File: src/sv/ljpf_pkg.sv
// ljpf_pkg: shared types and constants of the lennard-jones pair force block
// no dependencies
`timescale 1ns / 1ps

package ljpf_pkg;

    // working format: 32 fraction bits, magnitudes capped below 2^62
    localparam int WORK_FRAC = 32;
    localparam int OUT_FRAC  = 24;
    localparam int FAR_BITS  = 30;
    localparam logic [63:0] CAP_W = 64'h3FFF_FFFF_FFFF_FFFF;
    localparam logic [63:0] ONE_W = 64'h0000_0001_0000_0000;

    // register indexes (paddr[3:2])
    localparam logic [1:0] REG_CUTOFF_SQ    = 2'd0;
    localparam logic [1:0] REG_SIGMA_POW6   = 2'd1;
    localparam logic [1:0] REG_ENERGY_SHIFT = 2'd2;
    localparam logic [1:0] REG_FORCE_SCALE  = 2'd3;

    // reset values of the registers
    localparam logic [31:0] RST_CUTOFF_SQ    = 32'd2195456;
    localparam logic [31:0] RST_SIGMA_POW6   = 32'd10108207;
    localparam logic [31:0] RST_ENERGY_SHIFT = 32'hFFFF_FEF4;
    localparam logic [31:0] RST_FORCE_SCALE  = 32'd43778;

    localparam int QDEPTH = 2;

    typedef struct packed {
        logic [31:0] cutoff_sq;
        logic [31:0] sigma_pow6;
        logic [31:0] energy_shift;
        logic [31:0] force_scale;
    } cfg_t;

    // one classified pair as it travels from front to back
    typedef struct packed {
        logic [2:0][FAR_BITS-1:0] mag;
        logic [2:0]               neg;
        logic [63:0]              r2;
        logic                     in_range;
        logic                     last;
    } pair_t;

    typedef struct packed {
        logic full;
        logic empty;
    } q_status_t;

endpackage

File: src/sv/ljpf_queue.sv
// ljpf_queue: short fifo of classified pairs between front and back
// depends on ljpf_pkg
`timescale 1ns / 1ps

module ljpf_queue
    import ljpf_pkg::*;
(
    input  logic      aclk,
    input  logic      aresetn,
    input  logic      push,
    input  pair_t     push_data,
    input  logic      pop,
    output pair_t     pop_data,
    output q_status_t status
);

    localparam int PW = $clog2(QDEPTH);

    pair_t           mem_reg [QDEPTH];
    logic [PW-1:0]   wptr_reg, rptr_reg;
    logic [PW:0]     count_reg;

    assign status.full  = (count_reg == (PW+1)'(QDEPTH));
    assign status.empty = (count_reg == '0);
    assign pop_data     = mem_reg[rptr_reg];

    // storage
    always_ff @(posedge aclk) begin
        if (push) begin
            mem_reg[wptr_reg] <= push_data;
        end
    end

    // pointers and fill count
    always_ff @(posedge aclk) begin
        if (!aresetn) begin
            wptr_reg  <= '0;
            rptr_reg  <= '0;
            count_reg <= '0;
        end else begin
            if (push) begin
                wptr_reg <= (wptr_reg == PW'(QDEPTH-1)) ? '0 : wptr_reg + 1'b1;
            end
            if (pop) begin
                rptr_reg <= (rptr_reg == PW'(QDEPTH-1)) ? '0 : rptr_reg + 1'b1;
            end
            case ({push, pop})
                2'b10:   count_reg <= count_reg + 1'b1;
                2'b01:   count_reg <= count_reg - 1'b1;
                default: count_reg <= count_reg;
            endcase
        end
    end

endmodule

File: config.mk
export PLATFORM = sky130hd
export DESIGN_NAME = ljpf_queue
export DESIGN_NICKNAME = d
export VERILOG_FILES = /design/src/sv/ljpf_pkg.sv /design/src/sv/ljpf_queue.sv
export SDC_FILE = /design/constraint.sdc
export NUM_CORES = 1
export LEC_CHECK = 0
export ABC_AREA = 1
export ABC_CLOCK_PERIOD_IN_PS = 9650
export BUFFER_PORTS_ARGS = -buffer_cell sky130_fd_sc_hd__buf_2
export CAP_MARGIN = 40
export CORE_MARGIN = 2
export CORE_UTILIZATION = 25
export CTS_CLUSTER_SIZE = 20
export DETAILED_ROUTE_END_ITERATION = 10
export PLACE_DENSITY_LB_ADDON = 0.25
export SLEW_MARGIN = 20
export SYNTH_ARGS = -nofsm -noshare
export SYNTH_HDL_FRONTEND = slang
export SYNTH_SLANG_ARGS = --single-unit
File: constraint.sdc
create_clock -name aclk -period 9.65 [get_ports aclk]
set_input_delay 0.965 -clock aclk [delete_from_list [all_inputs] [get_ports aclk]]
set_output_delay 0.965 -clock aclk [all_outputs]
set_load 0.02 [all_outputs]
-- Yosys cells after proc, flatten, opt, wreduce, memory -nomap -nowiden
Memories as Yosys holds them, arrays and structs flattened. A register that Yosys moved wholly into a read port is not among the register bits.
Cells that the tools add are included.
- $add $sub $neg: 4
- $mul: 0
- divide/modulo/power cells: 0
- $lt $le $gt $ge: 0
- equality and inequality tests: 3
- shift-type cells: 0
- muxes and demuxes: 7
- bitwise gates (word level): 0
- reduce and logical (&&, ||, !) cells: 2
- operators by type and width (kind ; count):
    $mux W1 ; 6
    $eq A2 B2 Y1 const B ; 2
    $pmux W2 S2 ; 1
    $add A1 B1 Y1 const B ; 2
    $add A2 B1 Y2 const B ; 1
    $eq A2 B1 Y1 const B ; 1
    $logic_not A2 Y1 ; 1
    $reduce_bool A2 Y1 ; 1
    $sub A2 B1 Y2 const B ; 1
- flip-flop bits (word level): 4
- bits in latches: 0
- bits in writable memories: 318
- ROM bits: 0
- input bits: 163
- output and inout port bits: 161
- logic and storage cells: 20
- memories kept: 1
- memory list (name ; depth ; width ; read ports ; clocked after Yosys merged registers in ; wr ports ; RTL line ; RTL):
    mem_reg ; 2 ; 159 ; 1 ; 1 ; 1 ; ljpf_queue.sv:19 ; pair_t mem_reg [QDEPTH];

-- Longest topological paths before layout
- word-level depth: 4
- depth in mapped cells: 7

-- Worst setup path after synthesis
OpenSTA, ideal clock, no wires.
- kind: input-to-reg
- from: in push
- to: mem mem_reg[0][0] (netlist bit), enable pin
- library setup time: 684 ps
- arrival: 7681 ps
- required time: 8966 ps
- slack: 1285 ps
- stages: 2
- buffers on the path: 0
- cell sequence: inv_1 nor2_1
- word-level cells in the longest chain between the ends: 2
- ends and longest elaborated chain (element ; RTL line ; RTL):
    start: declaration ; ljpf_queue.sv:10 ; input logic push,
    $mux W1 ; ljpf_queue.sv:29 ; if (push) begin
    $mux W1 (implied by the code) ; ljpf_queue.sv:30 ; mem_reg[wptr_reg] <= push_data;
    end: declaration ; ljpf_queue.sv:19 ;
Every way passes these cells.

==> impl_metrics.env <==
export IMPL_status="finished, final reports clean"
export IMPL_ys_ff_latch=323
export IMPL_crit_path_max_fanout=36
export IMPL_hold_class="register to register"
export IMPL_dp_cells=1462
export IMPL_drt_wl_total_mm=26.3
export IMPL_cts_tree="done"
export IMPL_synthDistinctLibCells=13
export IMPL_ioPinCount=324
export IMPL_rows=80
export IMPL_clk_path_buf_depth=3
export IMPL_ir_drop_v=0.000123
export IMPL_synth_seq_area_share_pct=79.6
export IMPL_power_density_nw_per_um2=212
export IMPL_slowest_stage="dfxtp_4"
export IMPL_critical_path_class="register to output port"
export IMPL_max_freq_ghz=0.246
export IMPL_dr_first_iter_drc_count=300
export IMPL_most_common_layout_cells="buf_2 (323), edfxtp_1 (318), mux2_4 (101)"
export IMPL_grt_pass1_wl_mm=38.1
export IMPL_worstSetupEndpoint="pop_data[10]"
export IMPL_tightest_slew_ns=0.810
export IMPL_placed_cell_area_um2=14500
export IMPL_hold_violations=0
export IMPL_gp_congestion=0.683
export IMPL_post_route_cells_drive_above_1_share_pct=59.4
export IMPL_fill_cells=4689
export IMPL_synth_area_um2=12100
export IMPL_rsz0062_at_grt="no"
export IMPL_finalCriticalPeriod_ns=4.06
export IMPL_cellInternalPower_w=0.00255
export IMPL_finalSetupViolations=0
export IMPL_clk_root_buffer_cell="clkbuf_16"
export IMPL_power_leakage_nw=6.00
export IMPL_reg2reg_slack_ns=7.21
export IMPL_postCtsSetupRepairBufs=0
export IMPL_core_um2=47800
export IMPL_seqPwrFrac_pct=49.7
export IMPL_synthCells=530
export IMPL_insertion_delay_ns=0.55
export IMPL_worstPathArrival_ns=3.09
export IMPL_cp_end_kind="output port"
export IMPL_syn2layout_area_growth_pct=29.0
export IMPL_clkTransAtPathRegs_ns=0.05
export IMPL_cp_cell_sequence="buf_4, buf_12, buf_4, mux2_2, buf_2"
export IMPL_cts_resized=0
export IMPL_r2r_cells=3
export IMPL_cts_inserted_buffers=38
export IMPL_die_w_um=224
export IMPL_layout_commonest_cell="buf_2"
export IMPL_viasPerCell=3.97
export IMPL_design_area_um2=15600
export IMPL_clkSinkCount=323
export IMPL_finalMaxSlewViolations=0
export IMPL_maxCapViolCount=0
export IMPL_start_kind="register"
export IMPL_largest_reg_flops=318
export IMPL_post_route_drc_count=0
export IMPL_slowest_delay_ns=0.61
export IMPL_final_nets=1051
export IMPL_post_route_util_pct=32.7
export IMPL_htree_levels=2
export IMPL_combinationalPowerShare_pct=10.8
export IMPL_p_total_w=0.00331
export IMPL_finalCritPeriodShare_pct=42.1
export IMPL_switching_share_pct=23.0
export IMPL_start_util_pct=25.3
export IMPL_die_y_um=224
export IMPL_overflow=0
export IMPL_wl_per_cell_um=17.2
export IMPL_clkPwrFrac_pct=39.5
export IMPL_ys_warn_count=0
export IMPL_dp_hpwl_mm=17.4
export IMPL_crit_required_ns=8.69
export IMPL_grt_pass1_vias=6457
export IMPL_grtUsageTotal_pct=10.1
export IMPL_grt_max_degree=56
export IMPL_finClkSkew_ns=0.0161
export IMPL_r2r_start="wptr_reg"
export IMPL_die_area_um2=50300
export IMPL_avgSynthCellArea_um2=22.9
export IMPL_antenna_found_initial=6
export IMPL_maxSlewHeadroom_pct=46.0
export IMPL_cp_common_cell="buf_4"
export IMPL_fin_setup_tns_ns=0
export IMPL_synth_fp_nets=694
export IMPL_layoutNonFillerInstCount=1528
export IMPL_vias=6063
export IMPL_p_sw_w=0.000763
export IMPL_drt_pass1_iter_count=4
export IMPL_hold_buffers=0
export IMPL_timing_rr_end="mem_reg[0][106]"
export IMPL_ant_nets=0
export IMPL_io_buffer_count=323
metrics by stage:
stage                     setup slack [ns]  hold slack [ns]
after floorplan                       1.28            0.463
after global placement                5.94            0.478
after detailed placement              6.05            0.496
after CTS                             5.45            0.510
final                                 5.59            0.504
after global routing                  5.38            0.545
power by group through the flow:
stage	registers [W]	clock network [W]	logic, W
finish	0.00165	0.00131	0.000359
CTS	0.00165	0.00137	0.000369
floorplan	0.00168	0	0.000235
global placement	0.00168	0	0.000359
global route	0.00165	0.00141	0.000385
detailed placement	0.00168	0	0.000368
layer usage:
layer,GRT usage [%],vias to the layer above,part of all wire [%]
li1,-,2806,-
met1,11.6,2986,40
met2,16.7,201,48
met3,4.03,62,8.4
met4,4.70,8,3.3
met5,0,-,0.15
how the worst min path moves through the flow:
stage | from | to | slack, ns | cells after the start
2_1_floorplan | rptr_reg | register | 0.46 | 2
3_3_place_gp | rptr_reg | rptr_reg | 0.48 | 2
3_5_place_dp | rptr_reg | rptr_reg | 0.50 | 2
4_1_cts | rptr_reg | rptr_reg | 0.51 | 2
5_1_grt | rptr_reg | register | 0.55 | 3
6_report | rptr_reg | register | 0.50 | 2
cell type report:
class	instances	area, um^2	area share [%]
Clock buffer	52	1070	6.82
Antenna cell	1	2.50	0.0160
Timing Repair Buffer	335	1780	11.4
Tap cell	615	769	4.92
Inverter	6	27.5	0.176
Sequential cell	323	9650	61.7
Multi-Input combinational cell	183	2280	14.6
Clock inverter	13	61.3	0.392
logic make-up (layout without fill, tap and decap cells):
logic type | after synthesis | count (layout) | share of synthesized area, %
simple gates | 21 | 21 | 0.671
compound gates | 2 | 2 | 0.0825
other cells | 0 | 1 | 0
buf+inv | 24 | 406 | 1.65
mux | 159 | 159 | 17.9
fa+ha+maj | 1 | 1 | 0.103
flops | 323 | 323 | 79.6
critical path: cells and delay by family, from the launching register on:
family,cells,cell delay [ns]
mux,1,0.41
buf+inv,4,1.44
flops,1,0.61
Yosys cell counts, drive strengths merged:
master  instances  area, um^2
mux2          159        2170
nand4           1        6.26
dfxtp           5         100
nor2           12        45.0
a21oi           1        5.00
edfxtp        318        9550
o21ai           1        5.00
buf            18         178
inv             6        22.5
nand2           8        30.0
ha              1        12.5
Note: power is estimated with default switching activity, not from simulation.
