`src/sv/ljpf_pkg.sv`:
```
// ljpf_pkg: shared types and constants of the lennard-jones pair force block
// no dependencies
`timescale 1ns / 1ps

package ljpf_pkg;

    // working format: 32 fraction bits, magnitudes capped below 2^62
    localparam int WORK_FRAC = 32;
    localparam int OUT_FRAC  = 24;
    localparam int FAR_BITS  = 30;
    localparam logic [63:0] CAP_W = 64'h3FFF_FFFF_FFFF_FFFF;
    localparam logic [63:0] ONE_W = 64'h0000_0001_0000_0000;

    // register indexes (paddr[3:2])
    localparam logic [1:0] REG_CUTOFF_SQ    = 2'd0;
    localparam logic [1:0] REG_SIGMA_POW6   = 2'd1;
    localparam logic [1:0] REG_ENERGY_SHIFT = 2'd2;
    localparam logic [1:0] REG_FORCE_SCALE  = 2'd3;

    // reset values of the registers
    localparam logic [31:0] RST_CUTOFF_SQ    = 32'd2195456;
    localparam logic [31:0] RST_SIGMA_POW6   = 32'd10108207;
    localparam logic [31:0] RST_ENERGY_SHIFT = 32'hFFFF_FEF4;
    localparam logic [31:0] RST_FORCE_SCALE  = 32'd43778;

    localparam int QDEPTH = 2;

    typedef struct packed {
        logic [31:0] cutoff_sq;
        logic [31:0] sigma_pow6;
        logic [31:0] energy_shift;
        logic [31:0] force_scale;
    } cfg_t;

    // one classified pair as it travels from front to back
    typedef struct packed {
        logic [2:0][FAR_BITS-1:0] mag;
        logic [2:0]               neg;
        logic [63:0]              r2;
        logic                     in_range;
        logic                     last;
    } pair_t;

    typedef struct packed {
        logic full;
        logic empty;
    } q_status_t;

endpackage

```
`src/sv/ljpf_front.sv`:
```
// ljpf_front: takes pair requests, forms dr, squared distance and cutoff class
// depends on ljpf_pkg
`timescale 1ns / 1ps

module ljpf_front
    import ljpf_pkg::*;
#(
    parameter int IN_FRAC_BITS = 16
) (
    input  logic        aclk,
    input  logic        aresetn,
    input  logic        in_valid,
    output logic        in_ready,
    input  logic [8:0][31:0] in_data,
    input  logic        in_last,
    input  logic [31:0] cutoff_sq,
    output logic        push,
    output pair_t       push_data,
    input  q_status_t   q_status
);

    typedef enum logic [1:0] {F_IDLE, F_DIFF, F_SQ, F_PUSH} fstate_t;

    fstate_t                 state_reg;
    logic [8:0][31:0]        item_reg;
    logic                    last_reg;
    logic [2:0][FAR_BITS-1:0] mag_reg;
    logic [2:0]              neg_reg;
    logic                    far_reg;
    logic [63:0]             r2_reg;
    logic [1:0]              cnt_reg;

    logic signed [33:0]      dr [3];
    logic [33:0]             dmag [3];
    logic [FAR_BITS-1:0]     sq_op;
    logic [2*FAR_BITS-1:0]   sq_sq;
    logic [63:0]             cut_scaled;

    // per-axis difference home - (nbr + image)
    always_comb begin
        for (int m = 0; m < 3; m++) begin
            dr[m] = {{2{item_reg[m][31]}}, item_reg[m]}
                  - ({{2{item_reg[3+m][31]}}, item_reg[3+m]}
                  +  {{2{item_reg[6+m][31]}}, item_reg[6+m]});
            dmag[m] = dr[m][33] ? 34'(-dr[m]) : 34'(dr[m]);
        end
    end

    always_comb begin
        case (cnt_reg)
            2'd0:    sq_op = mag_reg[0];
            2'd1:    sq_op = mag_reg[1];
            default: sq_op = mag_reg[2];
        endcase
        sq_sq = sq_op * sq_op;
    end

    assign cut_scaled = {32'd0, cutoff_sq} << IN_FRAC_BITS;
    assign in_ready   = (state_reg == F_IDLE);
    assign push       = (state_reg == F_PUSH) && !q_status.full;

    always_comb begin
        push_data.mag      = mag_reg;
        push_data.neg      = neg_reg;
        push_data.r2       = r2_reg;
        push_data.in_range = !far_reg && (r2_reg != '0) && (r2_reg <= cut_scaled);
        push_data.last     = last_reg;
    end

    // sequencer: capture, difference, three squares, hand over
    always_ff @(posedge aclk) begin
        if (!aresetn) begin
            state_reg <= F_IDLE;
            cnt_reg   <= '0;
        end else begin
            case (state_reg)
                F_IDLE: begin
                    if (in_valid) begin
                        item_reg  <= in_data;
                        last_reg  <= in_last;
                        state_reg <= F_DIFF;
                    end
                end
                F_DIFF: begin
                    far_reg <= 1'b0;
                    for (int m = 0; m < 3; m++) begin
                        mag_reg[m] <= dmag[m][FAR_BITS-1:0];
                        neg_reg[m] <= dr[m][33];
                        if (|dmag[m][33:FAR_BITS]) begin
                            far_reg <= 1'b1;
                        end
                    end
                    r2_reg    <= '0;
                    cnt_reg   <= '0;
                    state_reg <= F_SQ;
                end
                F_SQ: begin
                    r2_reg  <= r2_reg + {4'd0, sq_sq};
                    cnt_reg <= cnt_reg + 1'b1;
                    if (cnt_reg == 2'd2) begin
                        state_reg <= F_PUSH;
                    end
                end
                F_PUSH: begin
                    if (!q_status.full) begin
                        state_reg <= F_IDLE;
                    end
                end
                default: state_reg <= F_IDLE;
            endcase
        end
    end

endmodule

```
`config.mk`:
```
export PLATFORM = sky130hd
export DESIGN_NAME = ljpf_front
export DESIGN_NICKNAME = d
export VERILOG_FILES = /design/src/sv/ljpf_pkg.sv /design/src/sv/ljpf_front.sv
export SDC_FILE = /design/constraint.sdc
export NUM_CORES = 2
export LEC_CHECK = 0
export ABC_AREA = 1
export BUFFER_PORTS_ARGS = -buffer_cell sky130_fd_sc_hd__clkbuf_2
export CORE_UTILIZATION = 25
export DETAILED_ROUTE_END_ITERATION = 16
export PLACE_DENSITY = 0.42
export SLEW_MARGIN = 20
export SYNTH_ARGS = -nofsm -noshare
export SYNTH_HDL_FRONTEND = slang
export SYNTH_SLANG_ARGS = --single-unit
```
`constraint.sdc`:
```
create_clock -name aclk -period 40.2 [get_ports aclk]
set_clock_uncertainty 0.1 [all_clocks]
set_input_delay 2.01 -clock aclk [delete_from_list [all_inputs] [get_ports aclk]]
set_output_delay 2.01 -clock aclk [all_outputs]
set_load 0.05 [all_outputs]
```
== Word-level counts from Yosys, hierarchy flattened ==
Index checks and enable logic that the tools add are counted.

* Logic and storage cells: 65
* Register bits after elaboration: 451
* Input bits: 326
* Output and inout bits: 161

* Magnitude comparators: 1
* Multiplexer cells: 11
* Reduce and logical (&&, ||, !) cells: 15
* Add/subtract/negate cells: 11
* Multipliers: 1
* Equal/unequal tests: 8

{| class="wikitable"
|+ Operator list
! cell !! number
|-
| $pmux W64 S2 || 1
|-
| $mux W34 || 3
|-
| $neg A34 Y34 || 3
|-
| $sub A32 B33 Y34 || 3
|-
| $add A32 B32 Y33 || 3
|-
| $add A64 B60 Y64 || 1
|-
| $le A64 B48 Y1 || 1
|-
| $reduce_bool A64 Y1 || 1
|-
| $mul A30 B30 Y60 || 1
|-
| $pmux W30 S2 || 1
|-
| $pmux W2 S4 || 1
|-
| $reduce_or A8 Y1 || 1
|-
| $eq A2 B2 Y1 const B || 3
|-
| $mux W2 || 3
|-
| $ne A2 B2 Y1 const B || 3
|-
| $reduce_and A3 Y1 || 2
|-
| $eq A2 B1 Y1 const B || 2
|-
| $logic_not A2 Y1 || 2
|-
| $pmux W2 S2 || 1
|-
| $reduce_and A2 Y1 || 2
|-
| $reduce_or A4 Y1 || 1
|-
| $logic_and A1 B1 Y1 || 3
|-
| $add A2 B1 Y2 const B || 1
|-
| $logic_not A1 Y1 || 2
|-
| 2 further kinds || 2
|}

== Logic depth before layout (Yosys ltp) ==
* Depth after elaboration: 6
* Mapped depth: 39
* Depth with buffers taken out: 36

== Worst setup path before layout ==
Ideal clock, no wire load.

* Kind: input-to-reg
* Start: in in_valid
* End: reg item_reg[0] (netlist name), enable pin
* Setup slack: 25.111 ns
* Cell stages on the path: 2
* Data required time: 39.155 ns
* Buffers on the path: 0
* Setup time: 0.946 ns
* Arrival time: 14.043 ns
* Cell sequence: nand2_1 -> nor2_1

* Longest elaborated chain between the ends: 1

{| class="wikitable"
|+ RTL lines
! item !! line !! source
|-
| start: declaration || ljpf_front.sv:12 || <nowiki>input logic in_valid,</nowiki>
|-
| $reduce_and A3 Y1 (no line) || -- ||
|-
| end signal: assignment || ljpf_front.sv:79 || <nowiki>item_reg <= in_data;</nowiki>
|-
| end: declaration || ljpf_front.sv:25 || <nowiki>logic [8:0][31:0] item_reg;</nowiki>
|}

No other way between the ends.
A chain may end at the register's enable or synchronous reset.

== Worst setup path after layout ==
* Start: reg cnt_reg[0]
* End: reg r2_reg[56], data pin

* Longest elaborated chain between the ends: 5
* Elaborated cells on any way between the ends: 6
* Those cells by class: 1 x add/sub; 1 x mul; 1 x eq/ne; 2 x mux; 1 x reduce/logical

{| class="wikitable"
|+ RTL lines
! item !! line !! source
|-
| start: declaration || ljpf_front.sv:31 || <nowiki>logic [1:0] cnt_reg;</nowiki>
|-
| start signal: assignment || ljpf_front.sv:99 || <nowiki>cnt_reg <= cnt_reg + 1'b1;</nowiki>
|-
| $eq A2 B1 Y1 or $logic_not A2 Y1 (tied branches) || ljpf_front.sv:50 || <nowiki>case (cnt_reg)</nowiki>
|-
| $pmux W30 S2 (*) || ljpf_front.sv:50 ||
|-
| $mul A30 B30 Y60 (*) || ljpf_front.sv:55 || <nowiki>sq_sq = sq_op * sq_op;</nowiki>
|-
| $add A64 B60 Y64 (*) || ljpf_front.sv:98 || <nowiki>r2_reg <= r2_reg + {4'd0, sq_sq};</nowiki>
|-
| $pmux W64 S2 (*) || ljpf_front.sv:76 || <nowiki>case (state_reg)</nowiki>
|-
| end signal: assignment || ljpf_front.sv:98 ||
|-
| end: declaration || ljpf_front.sv:30 || <nowiki>logic [63:0] r2_reg;</nowiki>
|}

Every way passes the cells marked *; elsewhere a longest branch is shown, timed or not.

==> flow_summary.json <==
{
  "h-tree-depth": 2,
  "ctsLongestPathBuffers": 3,
  "cp_num_buf_inv": 9,
  "tightest_slew_ns": 1.08,
  "die_h_um": 477,
  "ys_ff_latch": 451,
  "drc_errors": 0,
  "yosys_warnings": 0,
  "drt_iter0_drc": 2080,
  "antenna_left": 0,
  "fin_area_um2": 64300,
  "setup-tns-final_ns": 0,
  "num_vias": 42900,
  "areaGrowthSynthToFinish_pct": 13.8,
  "setup_viol": 0,
  "dieArea_um2": 228000,
  "crit_top_cell": "fa_1",
  "synth_cell_types": 62,
  "clock.fmax_mhz": 92.8,
  "worstSetupEndpointType": "flip-flop",
  "cts_sinks": 451,
  "rows": 174,
  "arrival_ns": 11.22,
  "ios": 487,
  "synth_edf_count": 447,
  "dpl-instance-area_um2": 62600,
  "synth_nets": 8209,
  "hold_viol": 0,
  "synth_ff_type": "edfxtp_1",
  "netlist_area_um2": 56500,
  "required_ns": 40.64,
  "timing.hold.ws_ns": 0.407,
  "grt_max_degree": 153,
  "cts_buffers": 54,
  "worstSetupStartpointType": "flip-flop",
  "period_needed_ns": 10.77,
  "path_class": "flip-flop to flip-flop",
  "crit_family": "adder cells",
  "crit_path_max_incr_delay_ns": 0.87,
  "fill_cells": 24500,
  "cts.repair.resized": 0,
  "die_x_um": 477,
  "maxCapViolations": 0,
  "grt_overflow": 0,
  "min_path_type": "flip-flop to flip-flop",
  "grt_pass1_wl_um": 277000,
  "io_buffers": 485,
  "cts_setup_buffers": 0,
  "routed_wl_um": 181000,
  "outcome": "finished, final reports clean",
  "finalMaxSlewViolations": 0,
  "cts_tree": "built",
  "nNetsFinal": 8681,
  "syn_area_per_cell_um2": 8.52,
  "syn_inst": 6628,
  "worst_slack_ns": 29.43,
  "core-area_um2": 225000,
  "drt_pass1_iterations": 5,
  "largest_reg_flops": 288,
  "synth_common_cells": "inv_1, nand2_1, fa_1",
  "layout-drive-gt1-share": 0.0969,
  "relSlewSlack": 0.281,
  "async_reset_ff_frac": 0,
  "cts.clk_slew.worst_paths_ns": 0.06,
  "root_buffer": "clkbuf_16",
  "path_max_fanout": 31,
  "viasPerCell": 4.24,
  "synth_top_cell_area_share": 0.300,
  "antenna_found_initial": 13,
  "wl_per_cell_um": 17.9,
  "synth_area_leaders": "fa_1, edfxtp_1, inv_1",
  "synth_most_common_cell": "inv_1",
  "min_period_over_period": 0.268,
  "rsz0062_at_grt": "no",
  "place_congestion": 0.881,
  "synth_top_cell_by_area": "fa_1",
  "track_usage": 0.160,
  "place_hpwl_um": 156000,
  "dp_slack_ns": 29.57,
  "yosysSeqAreaShare": 0.239,
  "clock_latency_ns": 0.69,
  "grt_pass1_vias": 45800,
  "start_util": 0.251,
  "hold_buffers": 0,
  "slowest_stage": "clkinv_1"
}
placed cells by master (no fill, tap or decap), drive strengths merged, types with 44 or more instances in the layout:
cell type,count
inv,1870
nand2,1579
fa,846
clkbuf,552
edfxtp,447
ha,409
nor2,364
a21oi,261
nand3,185
o21ai,139
xor2,86
buf,47
nand4,44
cell type report:
type,count,area [um^2],area share
clock inverters,34,318,0.00494
inverters,1869,7020,0.109
well taps,2992,3740,0.0582
diodes,2,5.00,0.0000779
multi-input cells,4192,35500,0.552
clock buffers,67,1400,0.0218
flip-flops and latches,451,13500,0.210
repair buffers,532,2790,0.0434
worst paths after layout:
path,slack [ns],cells past startpoint,to,start
worst max register to register,29.43,31,r2_reg[56]$_SDFFCE_PN0P_,cnt_reg[0]$_SDFFE_PN0N_
worst max-delay path,29.43,31,r2_reg[56]$_SDFFCE_PN0P_,cnt_reg[0]$_SDFFE_PN0N_
worst min-delay path,0.41,1,cnt_reg[0]$_SDFFE_PN0N_,cnt_reg[0]$_SDFFE_PN0N_
worst min register to register,0.41,1,cnt_reg[0]$_SDFFE_PN0N_,cnt_reg[0]$_SDFFE_PN0N_
layer usage:
| metal | routed length (um) | up-vias | global-route usage |
|---|---|---|---|
| met1 | 81100 | 21000 | 0.209 |
| met5 | 27 | - | 0 |
| li1 | - | 20900 | - |
| met4 | 4350 | 4 | 0.0368 |
| met2 | 86400 | 880 | 0.272 |
| met3 | 9260 | 173 | 0.0274 |
cells by family (layout without fill, tap and decap cells):
kind of cell             count (synthesis)  count (layout)  synth area share
multiplexers                             1               1          0.000199
XOR/XNOR                               115             115            0.0183
buffers and inverters                 1985            2502             0.133
AND/OR/NAND/NOR                       2284            2284             0.166
other                                    0               2                 0
adder cells (fa/ha/maj)               1255            1255             0.390
AO/OA/AOI/OAI                          537             537            0.0537
flip-flops                             451             451             0.239
metrics by stage:
stage           util  instances
6_report       0.286      10100
3_3_place_gp   0.278      10000
5_1_grt        0.286      10100
2_1_floorplan      -       6628
3_5_place_dp   0.278      10000
4_1_cts        0.286      10100
Power is left out: the tool's default activity adds up to more than one toggle a clock period on the data nets, which glitch-free logic cannot reach.
